**src/rtl/image_plane_resampler_macros.svh**
```systemverilog
// Assertion macros for the image plane resampler.
`ifndef IMAGE_PLANE_RESAMPLER_MACROS_SVH
`define IMAGE_PLANE_RESAMPLER_MACROS_SVH
`ifndef SYNTHESIS
// Consequent must hold in the same cycle as the antecedent.
`define IPR_ASSERT_NOW(lbl, ante, cons) \
    lbl: assert property (@(posedge i_clk) disable iff (!i_rst_n) (ante) |-> (cons)) \
        else $error("image_plane_resampler: assertion failed");
// Consequent must hold in the cycle after the antecedent.
`define IPR_ASSERT_NEXT(lbl, ante, cons) \
    lbl: assert property (@(posedge i_clk) disable iff (!i_rst_n) (ante) |=> (cons)) \
        else $error("image_plane_resampler: assertion failed");
`else
`define IPR_ASSERT_NOW(lbl, ante, cons)
`define IPR_ASSERT_NEXT(lbl, ante, cons)
`endif
`endif

```
**src/rtl/ipr_pkg.sv**
```systemverilog
// Shared types and constants for the image plane resampler.
`default_nettype none
package ipr_pkg;
    localparam int PIX_W   = 16;
    localparam int FRAC_W  = 16;
    localparam int STEP_W  = 24;
    localparam int COORD_W = 12;
    localparam int SIZE_W  = 9;

    // Resampling modes.
    localparam logic [1:0] MODE_CUSTOM  = 2'd0;
    localparam logic [1:0] MODE_ALIGN   = 2'd1;
    localparam logic [1:0] MODE_HALF    = 2'd2;
    localparam logic [1:0] MODE_NEAREST = 2'd3;

    // Request function codes.
    localparam logic FUNC_STORE = 1'b0;
    localparam logic FUNC_READ  = 1'b1;

    // Configuration register indexes.
    localparam logic [2:0] REG_MODE   = 3'd0;
    localparam logic [2:0] REG_WIDTH  = 3'd1;
    localparam logic [2:0] REG_HEIGHT = 3'd2;
    localparam logic [2:0] REG_STEP_X = 3'd3;
    localparam logic [2:0] REG_STEP_Y = 3'd4;

    typedef struct packed {
        logic [1:0]          mode;
        logic [SIZE_W-1:0]   in_width;
        logic [SIZE_W-1:0]   in_height;
        logic [STEP_W-1:0]   step_x;
        logic [STEP_W-1:0]   step_y;
    } t_cfg;

    // Classified request passed from the front end to the back end.
    // vld bits: 0 start column, 1 end column, 2 start row, 3 end row.
    typedef struct packed {
        logic                req;
        logic [COORD_W-1:0]  xs;
        logic [COORD_W-1:0]  xe;
        logic [COORD_W-1:0]  ys;
        logic [COORD_W-1:0]  ye;
        logic [3:0]          vld;
        logic [FRAC_W-1:0]   fx;
        logic [FRAC_W-1:0]   fy;
        logic [PIX_W-1:0]    data;
    } t_item;
endpackage
`default_nettype wire

```
**src/rtl/ipr_front.sv**
```systemverilog
// Front end: accepts requests and works out neighbour positions and weights.
`default_nettype none
module ipr_front import ipr_pkg::*; #(
    parameter int MAX_WIDTH  = 256,
    parameter int MAX_HEIGHT = 256
) (
    input  wire logic               i_clk,
    input  wire logic               i_rst_n,
    input  wire t_cfg               i_cfg,
    input  wire logic               i_valid,
    output logic                    o_ready,
    input  wire logic               i_func,
    input  wire logic [COORD_W-1:0] i_coord_x,
    input  wire logic [COORD_W-1:0] i_coord_y,
    input  wire logic [PIX_W-1:0]   i_pixel_in,
    output logic                    o_valid,
    output t_item                   o_item,
    input  wire logic               i_q_ready
);
    typedef struct packed {
        logic [COORD_W-1:0] s;
        logic [COORD_W-1:0] e;
        logic               vs;
        logic               ve;
        logic [FRAC_W-1:0]  f;
    } t_axis;

    // One axis: source position, neighbours and fraction for a coordinate.
    function automatic t_axis f_axis(input logic [COORD_W-1:0] c,
                                     input logic [STEP_W-1:0] st,
                                     input logic [1:0] md,
                                     input logic [21:0] lim);
        logic [12:0] cm;
        logic [36:0] prod;
        logic [36:0] p;
        logic [21:0] sp, ep;
        t_axis       a;
        cm   = (md == MODE_HALF) ? {c, 1'b1} : {1'b0, c};
        prod = {24'b0, cm} * {13'b0, st};
        if (md == MODE_HALF) begin
            p = (prod < 37'd65536) ? 37'd0 : ((prod - 37'd65536) >> 1);
        end else if (md == MODE_NEAREST) begin
            p = prod + 37'd32768;
        end else begin
            p = prod;
        end
        sp = {1'b0, p[36:16]};
        ep = sp + 22'd1;
        if (md == MODE_NEAREST) begin
            ep = sp;
        end else if (md != MODE_CUSTOM && !(ep < lim)) begin
            ep = sp;
        end
        a.vs = (sp < lim);
        a.ve = (ep < lim) && (md != MODE_NEAREST);
        a.s  = a.vs ? sp[COORD_W-1:0] : '0;
        a.e  = a.ve ? ep[COORD_W-1:0] : '0;
        a.f  = (md == MODE_NEAREST) ? '0 : p[15:0];
        return a;
    endfunction

    logic [21:0] w_lim_x, w_lim_y;
    t_axis       w_ax, w_ay;
    t_item       n_item, r_item;
    logic        r_valid;
    logic        w_acc;
    logic        w_in_x, w_in_y;

    assign w_lim_x = (22'(i_cfg.in_width) < 22'(MAX_WIDTH)) ?
                     22'(i_cfg.in_width) : 22'(MAX_WIDTH);
    assign w_lim_y = (22'(i_cfg.in_height) < 22'(MAX_HEIGHT)) ?
                     22'(i_cfg.in_height) : 22'(MAX_HEIGHT);
    assign w_ax    = f_axis(i_coord_x, i_cfg.step_x, i_cfg.mode, w_lim_x);
    assign w_ay    = f_axis(i_coord_y, i_cfg.step_y, i_cfg.mode, w_lim_y);
    assign w_in_x  = (13'(i_coord_x) < 13'(MAX_WIDTH));
    assign w_in_y  = (13'(i_coord_y) < 13'(MAX_HEIGHT));

    assign o_ready = !r_valid || i_q_ready;
    assign w_acc   = i_valid && o_ready;
    assign o_valid = r_valid;
    assign o_item  = r_item;

    // Classify: a store carries its address, a read its neighbours.
    always_comb begin
        n_item      = '0;
        n_item.req  = (i_func == FUNC_READ);
        n_item.data = i_pixel_in;
        if (i_func == FUNC_READ) begin
            n_item.xs  = w_ax.s;
            n_item.xe  = w_ax.e;
            n_item.ys  = w_ay.s;
            n_item.ye  = w_ay.e;
            n_item.vld = {w_ay.ve, w_ay.vs, w_ax.ve, w_ax.vs};
            n_item.fx  = w_ax.f;
            n_item.fy  = w_ay.f;
        end else begin
            n_item.xs  = i_coord_x;
            n_item.ys  = i_coord_y;
            n_item.vld = {3'b000, w_in_x && w_in_y};
        end
    end

    // Output register toward the queue.
    always_ff @(posedge i_clk) begin
        if (!i_rst_n) begin
            r_valid <= 1'b0;
        end else if (w_acc) begin
            r_valid <= 1'b1;
        end else if (i_q_ready) begin
            r_valid <= 1'b0;
        end
    end

    always_ff @(posedge i_clk) begin
        if (w_acc) begin
            r_item <= n_item;
        end
    end
endmodule
`default_nettype wire

```
**config.mk**
```make
export PLATFORM = sky130hd
export DESIGN_NAME = ipr_front
export DESIGN_NICKNAME = d
export VERILOG_FILES = /design/src/rtl/image_plane_resampler_macros.svh /design/src/rtl/ipr_pkg.sv /design/src/rtl/ipr_front.sv
export SDC_FILE = /design/constraint.sdc
export NUM_CORES = 2
export LEC_CHECK = 0
export ABC_CLOCK_PERIOD_IN_PS = 12530
export BUFFER_PORTS_ARGS = -buffer_cell sky130_fd_sc_hd__buf_2
export CORE_MARGIN = 5
export CORE_UTILIZATION = 58
export CTS_CLUSTER_DIAMETER = 100
export DETAILED_ROUTE_END_ITERATION = 8
export PLACE_DENSITY = 0.8
export SLEW_MARGIN = 20
export SYNTH_ARGS = -nofsm -noshare
export SYNTH_HDL_FRONTEND = slang
export SYNTH_SLANG_ARGS = --single-unit
```
**constraint.sdc**
```tcl
create_clock -name i_clk -period 12.53 [get_ports i_clk]
set_input_delay 0.6265 -clock i_clk [delete_from_list [all_inputs] [get_ports i_clk]]
set_output_delay 0.6265 -clock i_clk [all_outputs]
set_load 0.05 [all_outputs]
```
==> results.tsv <==
stage	metric	value	unit
outcome	outcome	finished, final reports clean	
sta	layout_min_cycle_time	11.92	ns
critical_path	critPathMaxStageDelay	0.60	ns
clocking	clockBufferDepth	2	
finish	fin_area	33400	µm²
synth	synthTopCellsByCount	653 x inv_1, 560 x nand2_1, 484 x fa_1	
job	maxCapViolations	0	
sta	slew_headroom	41.4	%
sta	fmax	0.0839	GHz
critical_path	rrSetupSlack	10.52	ns
synth	synth_seq_area_share	9.87	%
global_routing	grt.total_usage	28.8	%
global_routing	grt-ovfl-total	0	
clocking	cts.reportedPaths.clkPinSlew	0.07	ns
clocking	cts_tree	yes	
critical_path	path_common_cell	inv_1	
synth	avgSynthCellArea	8.34	µm²
route	via_count	27100	
worst_hold_path	whs_endpoint	o_item[1]$_DFFE_PP_	
placed_design	io_buffers	215	
sta	fin_crit_sh	95.2	%
route	drt-total-wl	83800	µm
sta	hold_viol_final	0	
critical_path	rr_endpoint	o_item[27]$_SDFFCE_PP0P_	
finish	drive_above_1_share	12.3	%
sta	finalSetupTns	0	ns
critical_path	cpMaxStageDelayCell	or4_1	
placed_design	placed_cells	4518	
placed_design	placed_cell_area	32900	µm²
floorplan	rows	84	
clocking	cts_buffers	9	
route	drt_iter0_drc	2374	
finish	fillers	4437	
worst_hold_path	holdCritPathClass	in2reg	
finish	syn_to_final_growth	8.16	%
global_routing	grt_pass1_wl	138000	µm
clocking	cts.sinks	102	
sta	fin_skew	0.0134	ns
synth	synth_edf_count	101	
finish	finalNonFillerCells	4549	
finish	nNetsFinal	4669	
synth	async_flop_share	0	%
route	drc	0	
synth	ys_warn_count	0	
critical_path	crit_buf_inv	11	
critical_path	reg2reg_depth	3	
floorplan	dieArea	58000	µm²
floorplan	die_h	241	µm
synth	syn_inst	3706	
clocking	insertion_delay	0.36	ns
critical_path	critPathLaunch	i_cfg[67]	
synth	synth_area_leaders	fa_1 31%, edfxtp_1 9.8%, ha_1 8.9%	
synth	synth-main-ff-cell	edfxtp_1	
global_routing	grt_pass1_vias	26900	
floorplan	coreArea	52700	µm²
synth	yosysTopAreaCell	fa_1	
route	via_per_inst	5.96	
critical_path	r2r-start	o_valid$_SDFFE_PN0P_	
critical_path	path_delay_family	adder cells	
critical_path	cp-start-kind	primary input	
critical_path	endpoint_kind	register	
route	routedWlPerCell	18.4	µm
sta	worst_slew_pin_slew	0.875	ns
sta	hold_ws	0.448	ns
synth	synth_cell_types	117	
synth	synth.cell_area	30900	µm²
floorplan	start_util	58.7	%
global_routing	grt_max_degree	56	
critical_path	cp.required	12.69	ns
synth	synth_top_cell_area_share	31.3	%
placed_design	place.gp.congestion	0.959	
sta	final_max_slew_viol_count	0	
critical_path	cp_max_fo	24	
synth	ys_ff_latch	102	
floorplan	io_pins	216	
critical_path	crit_arrival	12.08	ns
global_routing	antenna_found_initial	4	
sta	setup_viol	0	
route	dr.pass1.iters	6	
worst_hold_path	holdPathStages	1	
synth	synth.most_common_cell	inv_1	
worst_hold_path	holdCritStartpoint	i_pixel_in[1]	
placed_design	hpwlAfterDp	68700	µm
route	detail-route-antenna-nets	0	
critical_path	critPathKind	in2reg	
clocking	cts_root_buffer	clkbuf_16	
clocking	cts_max_level	3	
floorplan	die_x	241	µm
## layout make-up
type | count | area (µm²) | share of cell area (%)
clock buffer | 9 | 225 | 0.673
antenna | 4 | 10.0 | 0.0299
multi-input combinational | 2753 | 24600 | 73.7
timing repair buffer | 329 | 2100 | 6.27
tap | 688 | 861 | 2.57
inverter | 657 | 2470 | 7.37
clock inverter | 7 | 81.3 | 0.243
sequential | 102 | 3050 | 9.13
## cell families after synthesis
logic type	after synthesis	share of synthesized area [%]
and+or+nand+nor	1345	22.0
buffers and inverters	856	11.1
adders and majority gates	704	40.2
AOI/OAI and AO/OA	575	13.1
xor gates and xnor gates	108	3.13
DFF	102	9.87
muxes	15	0.502
other	1	0.0121
## metal layers
layer / share of wire (%) / track usage, %
met2: 45 / 44.8
met1: 44 / 43.0
met4: 2.1 / 6.86
met5: 0 / 0
met3: 9.4 / 4.33
## worst register-to-register path, stage by stage, from the launching register on
cell	delay (ns)
dfxtp_1	0.31
nand2b_1	0.10
and2_4	0.54
buf_4	0.67
## repair_timing
item,4_1_cts,5_1_grt
setup endpoints to repair,0,20
resized for setup,0,31
hold buffers,0,0
buffers inserted,0,11
## sequential cells by signal, summed over array words and instances, names as in the netlist
signal   flops
o_item     101
o_valid      1
## cell usage in the layout, fill, tap and decap left out, types with 49 or more instances in the layout
cell type and count:
a21oi_1 104, and2_1 239, and3_1 55, buf_2 215, buf_4 98, edfxtp_1 101
fa_1 484, ha_1 217, inv_1 652, nand2_1 559, nand3_1 51, nand4_1 50
nor2_1 145, nor3_1 49, o21ai_0 82, xnor2_1 80
## worst max-delay path by stage
stage               cells after the start                  endpoint  slack (ns)
CTS                                    49  o_item[53]$_SDFFCE_PN0P_        0.22
detailed placement                     49  o_item[53]$_SDFFCE_PN0P_       -0.11
global placement                       50  o_item[84]$_SDFFCE_PN0P_        0.16
global route                           49  o_item[77]$_SDFFCE_PN0P_       -0.01
finish                                 51  o_item[53]$_SDFFCE_PN0P_        0.61
floorplan                              60  o_item[53]$_SDFFCE_PN0P_        0.01
## through the flow
| step | setup slack, ns | util, % |
|---|---|---|
| final | 0.607 | 63.5 |
| after global routing | -0.0106 | 63.5 |
| after detailed placement | -0.105 | 62.5 |
| after CTS | 0.224 | 63.1 |
| after global placement | 0.160 | 62.5 |
| after floorplan | 0.00955 | - |
Power is left out: the tool's default activity adds up to more than one toggle a clock period on the data nets, which glitch-free logic cannot reach.
