### src/rtl/image_plane_resampler_macros.svh
// Assertion macros for the image plane resampler.
`ifndef IMAGE_PLANE_RESAMPLER_MACROS_SVH
`define IMAGE_PLANE_RESAMPLER_MACROS_SVH
`ifndef SYNTHESIS
// Consequent must hold in the same cycle as the antecedent.
`define IPR_ASSERT_NOW(lbl, ante, cons) \
    lbl: assert property (@(posedge i_clk) disable iff (!i_rst_n) (ante) |-> (cons)) \
        else $error("image_plane_resampler: assertion failed");
// Consequent must hold in the cycle after the antecedent.
`define IPR_ASSERT_NEXT(lbl, ante, cons) \
    lbl: assert property (@(posedge i_clk) disable iff (!i_rst_n) (ante) |=> (cons)) \
        else $error("image_plane_resampler: assertion failed");
`else
`define IPR_ASSERT_NOW(lbl, ante, cons)
`define IPR_ASSERT_NEXT(lbl, ante, cons)
`endif
`endif

### src/rtl/ipr_pkg.sv
// Shared types and constants for the image plane resampler.
`default_nettype none
package ipr_pkg;
    localparam int PIX_W   = 16;
    localparam int FRAC_W  = 16;
    localparam int STEP_W  = 24;
    localparam int COORD_W = 12;
    localparam int SIZE_W  = 9;

    // Resampling modes.
    localparam logic [1:0] MODE_CUSTOM  = 2'd0;
    localparam logic [1:0] MODE_ALIGN   = 2'd1;
    localparam logic [1:0] MODE_HALF    = 2'd2;
    localparam logic [1:0] MODE_NEAREST = 2'd3;

    // Request function codes.
    localparam logic FUNC_STORE = 1'b0;
    localparam logic FUNC_READ  = 1'b1;

    // Configuration register indexes.
    localparam logic [2:0] REG_MODE   = 3'd0;
    localparam logic [2:0] REG_WIDTH  = 3'd1;
    localparam logic [2:0] REG_HEIGHT = 3'd2;
    localparam logic [2:0] REG_STEP_X = 3'd3;
    localparam logic [2:0] REG_STEP_Y = 3'd4;

    typedef struct packed {
        logic [1:0]          mode;
        logic [SIZE_W-1:0]   in_width;
        logic [SIZE_W-1:0]   in_height;
        logic [STEP_W-1:0]   step_x;
        logic [STEP_W-1:0]   step_y;
    } t_cfg;

    // Classified request passed from the front end to the back end.
    // vld bits: 0 start column, 1 end column, 2 start row, 3 end row.
    typedef struct packed {
        logic                req;
        logic [COORD_W-1:0]  xs;
        logic [COORD_W-1:0]  xe;
        logic [COORD_W-1:0]  ys;
        logic [COORD_W-1:0]  ye;
        logic [3:0]          vld;
        logic [FRAC_W-1:0]   fx;
        logic [FRAC_W-1:0]   fy;
        logic [PIX_W-1:0]    data;
    } t_item;
endpackage
`default_nettype wire

### src/rtl/ipr_fifo.sv
// Short request queue between the front end and the back end.
`default_nettype none
module ipr_fifo import ipr_pkg::*; (
    input  wire logic  i_clk,
    input  wire logic  i_rst_n,
    input  wire logic  i_push,
    input  wire t_item i_item,
    output logic       o_ready,
    input  wire logic  i_pop,
    output logic       o_valid,
    output t_item      o_item
);
    localparam int DEPTH = 4;
    localparam int PW    = $clog2(DEPTH);

    t_item           r_mem [DEPTH];
    logic [PW-1:0]   r_wp, r_rp;
    logic [PW:0]     r_cnt;

    assign o_ready = (r_cnt != (PW+1)'(DEPTH));
    assign o_valid = (r_cnt != '0);
    assign o_item  = r_mem[r_rp];

    // Storage.
    always_ff @(posedge i_clk) begin
        if (i_push && o_ready) begin
            r_mem[r_wp] <= i_item;
        end
    end

    // Pointers and fill count.
    always_ff @(posedge i_clk) begin
        if (!i_rst_n) begin
            r_wp  <= '0;
            r_rp  <= '0;
            r_cnt <= '0;
        end else begin
            if (i_push && o_ready) begin
                r_wp <= r_wp + 1'b1;
            end
            if (i_pop && o_valid) begin
                r_rp <= r_rp + 1'b1;
            end
            r_cnt <= r_cnt + (PW+1)'(i_push && o_ready) - (PW+1)'(i_pop && o_valid);
        end
    end
endmodule
`default_nettype wire

### config.mk
export PLATFORM = sky130hd
export DESIGN_NAME = ipr_fifo
export DESIGN_NICKNAME = d
export VERILOG_FILES = /design/src/rtl/image_plane_resampler_macros.svh /design/src/rtl/ipr_pkg.sv /design/src/rtl/ipr_fifo.sv
export SDC_FILE = /design/constraint.sdc
export NUM_CORES = 1
export LEC_CHECK = 0
export BUFFER_PORTS_ARGS = -buffer_cell sky130_fd_sc_hd__buf_2
export CAP_MARGIN = 15
export CORE_MARGIN = 1.5
export CORE_UTILIZATION = 30
export CTS_CLUSTER_DIAMETER = 200
export DETAILED_ROUTE_END_ITERATION = 8
export GPL_TIMING_DRIVEN = 1
export SETUP_SLACK_MARGIN = 0.1
export SLEW_MARGIN = 0
export SYNTH_ARGS = -nofsm -noshare
export SYNTH_HDL_FRONTEND = slang
export SYNTH_SLANG_ARGS = --single-unit
### constraint.sdc
create_clock -name i_clk -period 7.3 [get_ports i_clk]
set_input_delay 1.46 -clock i_clk [delete_from_list [all_inputs] [get_ports i_clk]]
set_output_delay 1.46 -clock i_clk [all_outputs]
set_load 0.01 [all_outputs]
==> results.md, run 1 <==
- The run finished with clean final reports.
- The clock group share of total power is 0.321.
- Of the cells placed in the final design, the portion with a size suffix greater than 1 is 0.445.
- Summed over all layers, the global routing overflow is 0.
- Dividing the synthesized area by the synthesized cell count gives around 26 µm².
- Relative to the synthesized area, the layout overhead comes to 20.4%.
- The final estimated routing congestion in global placement is between 0.6 and 0.7.
- Clock skew on the completed layout was measured at roughly 0.015 ns.
- The number of DRC violations after detailed routing is 0.
- The met1 layer wirelength in the final routing is about 13000 µm.
- The highest routed metal layer is met5.
- The count of nets left with antenna violations once routing finished came out at 0.
- The top-area cell type share of the netlist area is 0.806.
- Summed over all failing endpoints, the final setup total negative slack is 0 ns.
- The number of warnings printed during yosys synthesis is 0.
- In this run the clock root is driven by a clkbuf_16.
- The start-to-end type of the worst setup path is reg2out.
- The stage delay of the slowest cell on the critical path is approximately 0.95 ns.
- Ranked by total cell area, the synthesized netlist is headed by edfxtp_1, mux4_2, dfxtp_1.
- The sequential share of the synthesized area is 0.818.
- The worst setup path is captured at a primary output.
- Counting along the longest clock path gives a buffer depth of 3.
- The pre-antenna-repair detailed-routing pass consisted of 4 iterations.
- The die width is about 230 µm.
- Of all cell types, the one taking the most synthesized area is edfxtp_1.
- The H-tree generated during clock tree synthesis spans 2 levels.
- The first routing iteration left between 300 and 400 violations.
- The category of cells accounting for the largest share of critical-path delay is flip-flops.
- The first-pass GRT wire length is about 42000 µm.
- At the worst endpoint, the required time is about 6 ns.
- The initial antenna violation count is 10.
- Yosys mapped the design onto 19 distinct sky130hd cell types.
- Setup repair after global routing left no endpoint under its margin.
- The worst hold path belongs to the class reg2reg.
- The total length of routed wires is approximately 29000 µm.
- The arrival time of data at the critical path endpoint is 2.91 ns.
- For this configuration, the core starts out at a cell density of 0.305.
- Input and output buffers added on the ports amount to approximately 210.
- The number of clock sinks is between 400 and 500.
- The max-cap violation count is 0.
- The number of buffers inserted during clock tree synthesis is 43.
- The reported leakage power is 0.00593 µW.
- The transition time of the tightest slew-check pin is ~1.1 ns.
- Dividing the detail-routed wire length by the instance count gives 19.4 µm.
- Internal power comes to approximately 4600 µW.
- The critical path depth is 3.
- Entering global routing, the biggest net connects 79 pins.
- Along the worst path, the maximum fanout reaches 66.
- The core outline area is about 49000 µm².
- Hold repair after CTS inserted 0 buffers.
- The combined buffer and inverter count along the critical path is 2.
- The slowest stage cell on the critical path is dfxtp_4.
- The sequential share of power is 0.477.
- The count of endpoints failing hold in the final timing report is 0.
- After legalization and detailed placement, the total HPWL measured 17000 µm.
- The routed length on met2 is about 14000 µm.
- The nature of the critical path startpoint is a flop.
- Of the total power, the share spent switching nets is 0.261.
- The row count is 81.
- In this run the post-CTS setup repair buffer count came out at 0.
- In this run the tightest slew margin relative to its limit is 0.286.
- The number of slew-limit violations in the final report is 0.
- Dividing the final minimum period by the clock period gives 0.598.
- Counting cells, the worst reg-to-reg path comes to 4.
- The final cell count without fillers is 1512.
- In this run the most critical hold path is launched from r_wp[1].
- Summing every instance area after synthesis gives ~15000 µm².
- The number of placed I/O pins is 208.
- The number of nets in the synthesized netlist is 687.
- The placed instance count is between 1000 and 1500.
- The die covers ~50000 µm².
- For this design the total switching power over the nets is between 1500 and 2000 µW.
- The reg-to-reg startpoint is r_cnt[1].
- Clock-pin slew was measured on the worst setup and hold paths at 0.07 ns.
- The worst flop-to-flop path endpoint is r_mem[0][87].
- The peak supply drop is ~0.19 mV.
- The share of total power dissipated in combinational logic is 0.202.
- From bottom edge to top edge, the die measures around 230 µm.
- The total global-route track usage is 0.113.
- The routed length on met3 is 2570 µm.
- The synthesis-stage register bit count is between 400 and 500.
- The number of stages on the worst hold path is 2.
- After the last flow step, the layout net total stands at ~900.
- The post-layout minimum cycle time is between 4 and 5 ns.
- In this run the power density over the cells is roughly 350 nW/µm².
- For hold timing, the worst endpoint is r_wp[1].
- Once the clock tree was built, the resizer swapped 0 gates to a different size.
- The routed layout has 6687 vias.
- The number of global-route vias before repair is about 6800.
- Setup violations remaining at the end of the flow were counted as 0.
- The count of mapped cells out of synthesis is 575.
- After detailed routing, the number of vias per cell comes to between 4 and 5.
- The maximum clock frequency is around 0.23 GHz.
- Traced cell by cell, the critical path runs through buf_4 -> mux4_2 -> buf_2.
- The CTS tree is built.
- The clock latency reported for the late side of the worst-skew pair is between 0.5 and 0.6 ns.
- In this run the register-to-register setup slack is 4.17 ns.
[routing by layer]
metal,global-route usage,vias up
met1,0.150,3470
met5,0,-
met4,0.0301,12
met2,0.169,201
li1,-,2950
met3,0.0484,54
[worst register-to-register path, cell delays in order, from the launching register on]
cell and delay (ns):
dfxtp_1 0.46, nor2_1 0.10, a21boi_1 0.52, and2_4 0.64, buf_4 0.88
[flip-flops by register name (all words and copies together), names as in the netlist, named ones only]
register and count:
r_wp 2, r_mem 404, r_rp 2, r_cnt 3
[cell usage after synthesis]
cell type / count
edfxtp_1: 404
mux4_2: 101
buf_2: 10
buf_6: 10
dfxtp_1: 9
and2_1: 7
ha_1: 6
inv_1: 5
nand2_1: 5
xnor2_1: 4
clkbuf_1: 3
nor2b_1: 3
mux2i_1: 2
a21boi_1: 1
fa_1: 1
nor2_1: 1
o311ai_1: 1
o31a_1: 1
or3_1: 1
[kinds of logic after synthesis]
family          synth area share
buf+inv                   0.0128
fa+ha+maj                0.00632
flops                      0.818
compound gates           0.00166
simple gates             0.00607
xor+xnor                 0.00233
mux                        0.153
[power groups by stage]
stage | clock (µW) | sequential [µW] | combinational (µW)
3_3_place_gp | 0 | 3040 | 1310
2_1_floorplan | 0 | 2980 | 896
5_1_grt | 2170 | 3020 | 1380
3_5_place_dp | 0 | 3050 | 1310
6_report | 2010 | 2990 | 1270
4_1_cts | 2080 | 3000 | 1310
[cells in the final DEF (no fill, tap or decap)]
cell type / count
buf_4: 5
nor2_1: 1
buf_2: 207
buf_12: 1
fa_1: 1
edfxtp_1: 404
clkinvlp_4: 1
dfxtp_1: 7
inv_1: 5
and2_1: 3
nand2_1: 5
nor2b_1: 3
clkinv_2: 8
ha_1: 6
xnor2_1: 4
diode_2: 4
mux4_2: 101
dfxtp_4: 2
clkbuf_16: 44
inv_6: 1
o31a_1: 1
mux2i_1: 2
a21boi_1: 1
clkinv_8: 1
o311ai_1: 1
clkinv_1: 9
clkbuf_1: 14
and2_4: 4
or3_1: 1
bufinv_16: 1
[area by class of cell]
type                            instances  area, µm²
Antenna cell                            4       10.0
Clock inverter                         21        136
Timing Repair Buffer                  213       1090
Tap cell                              664        831
Inverter                                5       18.8
Clock buffer                           58       1150
Multi-Input combinational cell        134       2550
Sequential cell                       413      12300
Fill cell                            4514      31100
[worst max path at each step]
| stage | end | slack (ns) |
|---|---|---|
| 2_1_floorplan | r_mem[0][0] | 2.60 |
| 3_3_place_gp | r_mem[1][33] | 3.17 |
| 3_5_place_dp | r_mem[1][28] | 3.14 |
| 4_1_cts | o_item[5] | 2.85 |
| 5_1_grt | o_item[5] | 2.79 |
| 6_report | o_item[5] | 2.93 |
[through the flow]
stage | power, µW | worst slack (ns) | utilization | hold slack [ns] | instance area (µm²)
2_1_floorplan | 3880 | 2.60 | - | 0.468 | 15000
3_3_place_gp | 4350 | 3.17 | 0.341 | 0.492 | 16800
3_5_place_dp | 4360 | 3.14 | 0.341 | 0.499 | 16800
4_1_cts | 6400 | 2.85 | 0.368 | 0.509 | 18100
5_1_grt | 6570 | 2.79 | 0.368 | 0.519 | 18100
6_report | 6270 | 2.93 | 0.368 | 0.506 | 18100
(Power assumes the default switching activity.)
==> run 2: changes to the inputs <==
Clock period 7.3 ns to 4.4 ns, I/O delays scaled along.
==> results.md, run 2 (same netlist as run 1, synthesis figures left out) <==
- The worst hold endpoint is r_wp[1].
- After routing, the total negative slack on setup checks comes to 0 ns.
- The ratio of routed vias to standard cells is 4.45.
- Clock-pin slew was measured on the worst setup and hold paths at approximately 0.060 ns.
- In the final layout, the share of cells above drive strength 1 is 0.460.
- The required time of the worst setup path is ~3.5 ns.
- Broken down by cell family, the worst path's largest delay share belongs to flip-flops.
- For the worst flop-to-flop path, the logic depth is 11.
- The worst hold path belongs to the class reg2reg.
- The floorplan step defined a die boundary enclosing just over 50000 µm².
- In the final design database the tool counted approximately 930 nets.
- The slowest stage cell on the critical path is dfxtp_4.
- The first global-routing pass estimated between 40000 and 50000 µm of wire.
- STA classifies the critical path endpoint as a primary output.
- Along the worst hold path, the cell count comes to 2.
- The worst-case IR drop observed on VDD is 0.337 mV.
- The maximum clock frequency is a little under 0.3 GHz.
- The setup path with the least slack is of type reg2out.
- The CTS tree is built.
- Leaving out filler cells and counting taps, the final layout contains between 1500 and 2000.
- The row count is a little over 80.
- After global routing the overflow that remains totals 0.
- The count of hold-fix buffers inserted at cts is 0.
- Pin placement for this block handled ~210 I/O pins.
- The initial antenna violation count is 7.
- Walking the worst path, the cells encountered are buf_12 -> mux4_2 -> buf_2.
- The worst hold path begins at r_wp[1].
- The library cell used most frequently in the layout, excluding fill and tap cells, is edfxtp_1.
- The flip-flop count of the largest register after layout is between 400 and 500.
- The setup check on the worst reg-to-reg path leaves a slack of about 1.8 ns.
- After clock tree synthesis, the setup repair step added 0 buffers.
- Input and output buffers added on the ports amount to approximately 210.
- The layout overhead on the synthesized area is 21.8%.
- The nature of the critical path startpoint is a flop.
- The number of slew-limit violations in the final report is 0.
- The maximum clock insertion buffer count is 3.
- The number of buffers inserted during clock tree synthesis is 44.
- The endpoint identified for the worst register-to-register timing path is r_cnt[2].
- The post-layout minimum cycle time is 3.42 ns.
- The CTS root buffer is clkbuf_16.
- The reg-to-reg startpoint is r_cnt[1].
- The H-tree generated during clock tree synthesis spans 2 levels.
- From left edge to right edge, the die measures 227 µm.
- The congestion estimate from routability-driven global placement came to about 0.72.
- The clock drives slightly above 400 sinks.
- Data arrives at the worst endpoint at 2.54 ns.
- The worst clock skew on the final layout is 0.0176 ns.
- The largest single stage delay on the critical path is 0.83 ns.
- In this run the power density over the cells is 579 nW/µm².
- The max-cap violation count is 0.
- The violation count after the first detailed-route iteration is slightly above 400.
- The library cells used most frequently in the layout, excluding fill and tap cells, are edfxtp_1, buf_2, mux4_2.
- The analysis attributes to cell leakage a power of 0.00603 µW.
- After detailed routing, the average wire length per cell comes to 19.9 µm.
- The detail route stage leaves a number of antenna-violating nets equal to 0.
- Entering global routing, the biggest net connects 44 pins.
- The largest registers in the layout are r_mem x404, r_cnt x3.
- The starting density of the core is 0.305.
- The critical path runs through a total of 3 cells.
- The die is about 230 µm tall.
- For this block, the routed nets add up to about 30000 µm of wire.
- The total global-route track usage is 0.118.
- Setup violations remaining at the end of the flow were counted as 0.
- Setup repair after global routing left no endpoint under its margin.
- The total iterations of the first detailed-routing run is 4.
- The routed layout has between 6000 and 7000 vias.
- The placed instance count is approximately 1400.
- The clock latency reported for the late side of the worst-skew pair is between 0.5 and 0.6 ns.
- In this run the tightest slew margin relative to its limit is 0.497.
- The floorplan step defined a core boundary enclosing roughly 49000 µm².
- The number of buffers and inverters on the critical path is 2.
- The run finished with clean final reports.
- For this run, design rule violations remaining after detail routing come to 0.
- Counting flops per register, the top entry is r_mem.
- Of the available clock period, the critical path in the final layout requires 0.778.
- The post-CTS resize count is 0.
- Detailed placement ended at an HPWL of about 18000 µm.
- The number of global-route vias before repair is ~7300.
- For the pin with the worst max-slew slack, the measured transition is between 0.7 and 0.8 ns.
- Of all nets on the critical path, the largest fanout is 37.
- The count of endpoints failing hold in the final timing report is 0.
[run 2: cell count changes in the layout (fill, tap and decap cells not counted), sizes merged]
cell    previous run  this run
clkinv            18        13
buf              213       223
inv                6         7
clkbuf            58        55
bufinv             1         2
diode              4         3
[run 2: area by class of cell]
| cell class | instances | area (µm²) |
|---|---|---|
| clock inverter | 18 | 143 |
| timing repair buffer | 223 | 1240 |
| clock buffer | 55 | 1200 |
| multi-input combinational | 134 | 2550 |
| fill | 4522 | 30900 |
| inverter | 5 | 18.8 |
| antenna | 3 | 7.51 |
| sequential | 413 | 12300 |
| tap | 664 | 831 |
[run 2: how the worst max path moves through the flow]
stage / start / endpoint / slack [ns]
6_report: flop / o_item[27] / 0.98
5_1_grt: flop / o_item[6] / 0.78
4_1_cts: flop / o_item[6] / 0.85
3_5_place_dp: i_push / r_cnt[2] / 1.39
3_3_place_gp: i_push / r_cnt[2] / 1.38
2_1_floorplan: i_push / r_mem[1][0] / 0.28
[run 2: worst register-to-register path: cells and delay by family, from the launching register on]
family,cells,cell delay (ns)
adder cells (fa/ha/maj),3,0.81
buffers and inverters,3,0.20
AND/OR/NAND/NOR,2,0.25
AO/OA/AOI/OAI,1,0.51
flip-flops,1,0.46
XOR/XNOR,2,0.27
[run 2: per-layer routing]
metal  track usage  vias to the layer above  wire [µm]
met2         0.184                      204      14100
met5             0                        -         51
met1         0.156                     3511      13100
met4        0.0427                        8        651
li1              -                     2964          -
met3        0.0359                       54       2220
[run 2: power breakdown]
part	switching, µW	internal, µW
Combinational	1110	1050
Sequential	201	4770
Clock	1430	2040
Total	2740	7860
[run 2: metrics by stage]
| stage | utilization | area, µm² | hold slack [ns] | worst slack [ns] | total power, µW |
|---|---|---|---|---|---|
| 2_1_floorplan | - | 15000 | 0.468 | 0.279 | 6440 |
| 3_3_place_gp | 0.344 | 17000 | 0.489 | 1.38 | 7270 |
| 3_5_place_dp | 0.344 | 17000 | 0.498 | 1.39 | 7300 |
| 5_1_grt | 0.372 | 18300 | 0.515 | 0.784 | 11100 |
| 4_1_cts | 0.372 | 18300 | 0.496 | 0.848 | 10800 |
| 6_report | 0.372 | 18300 | 0.504 | 0.977 | 10600 |
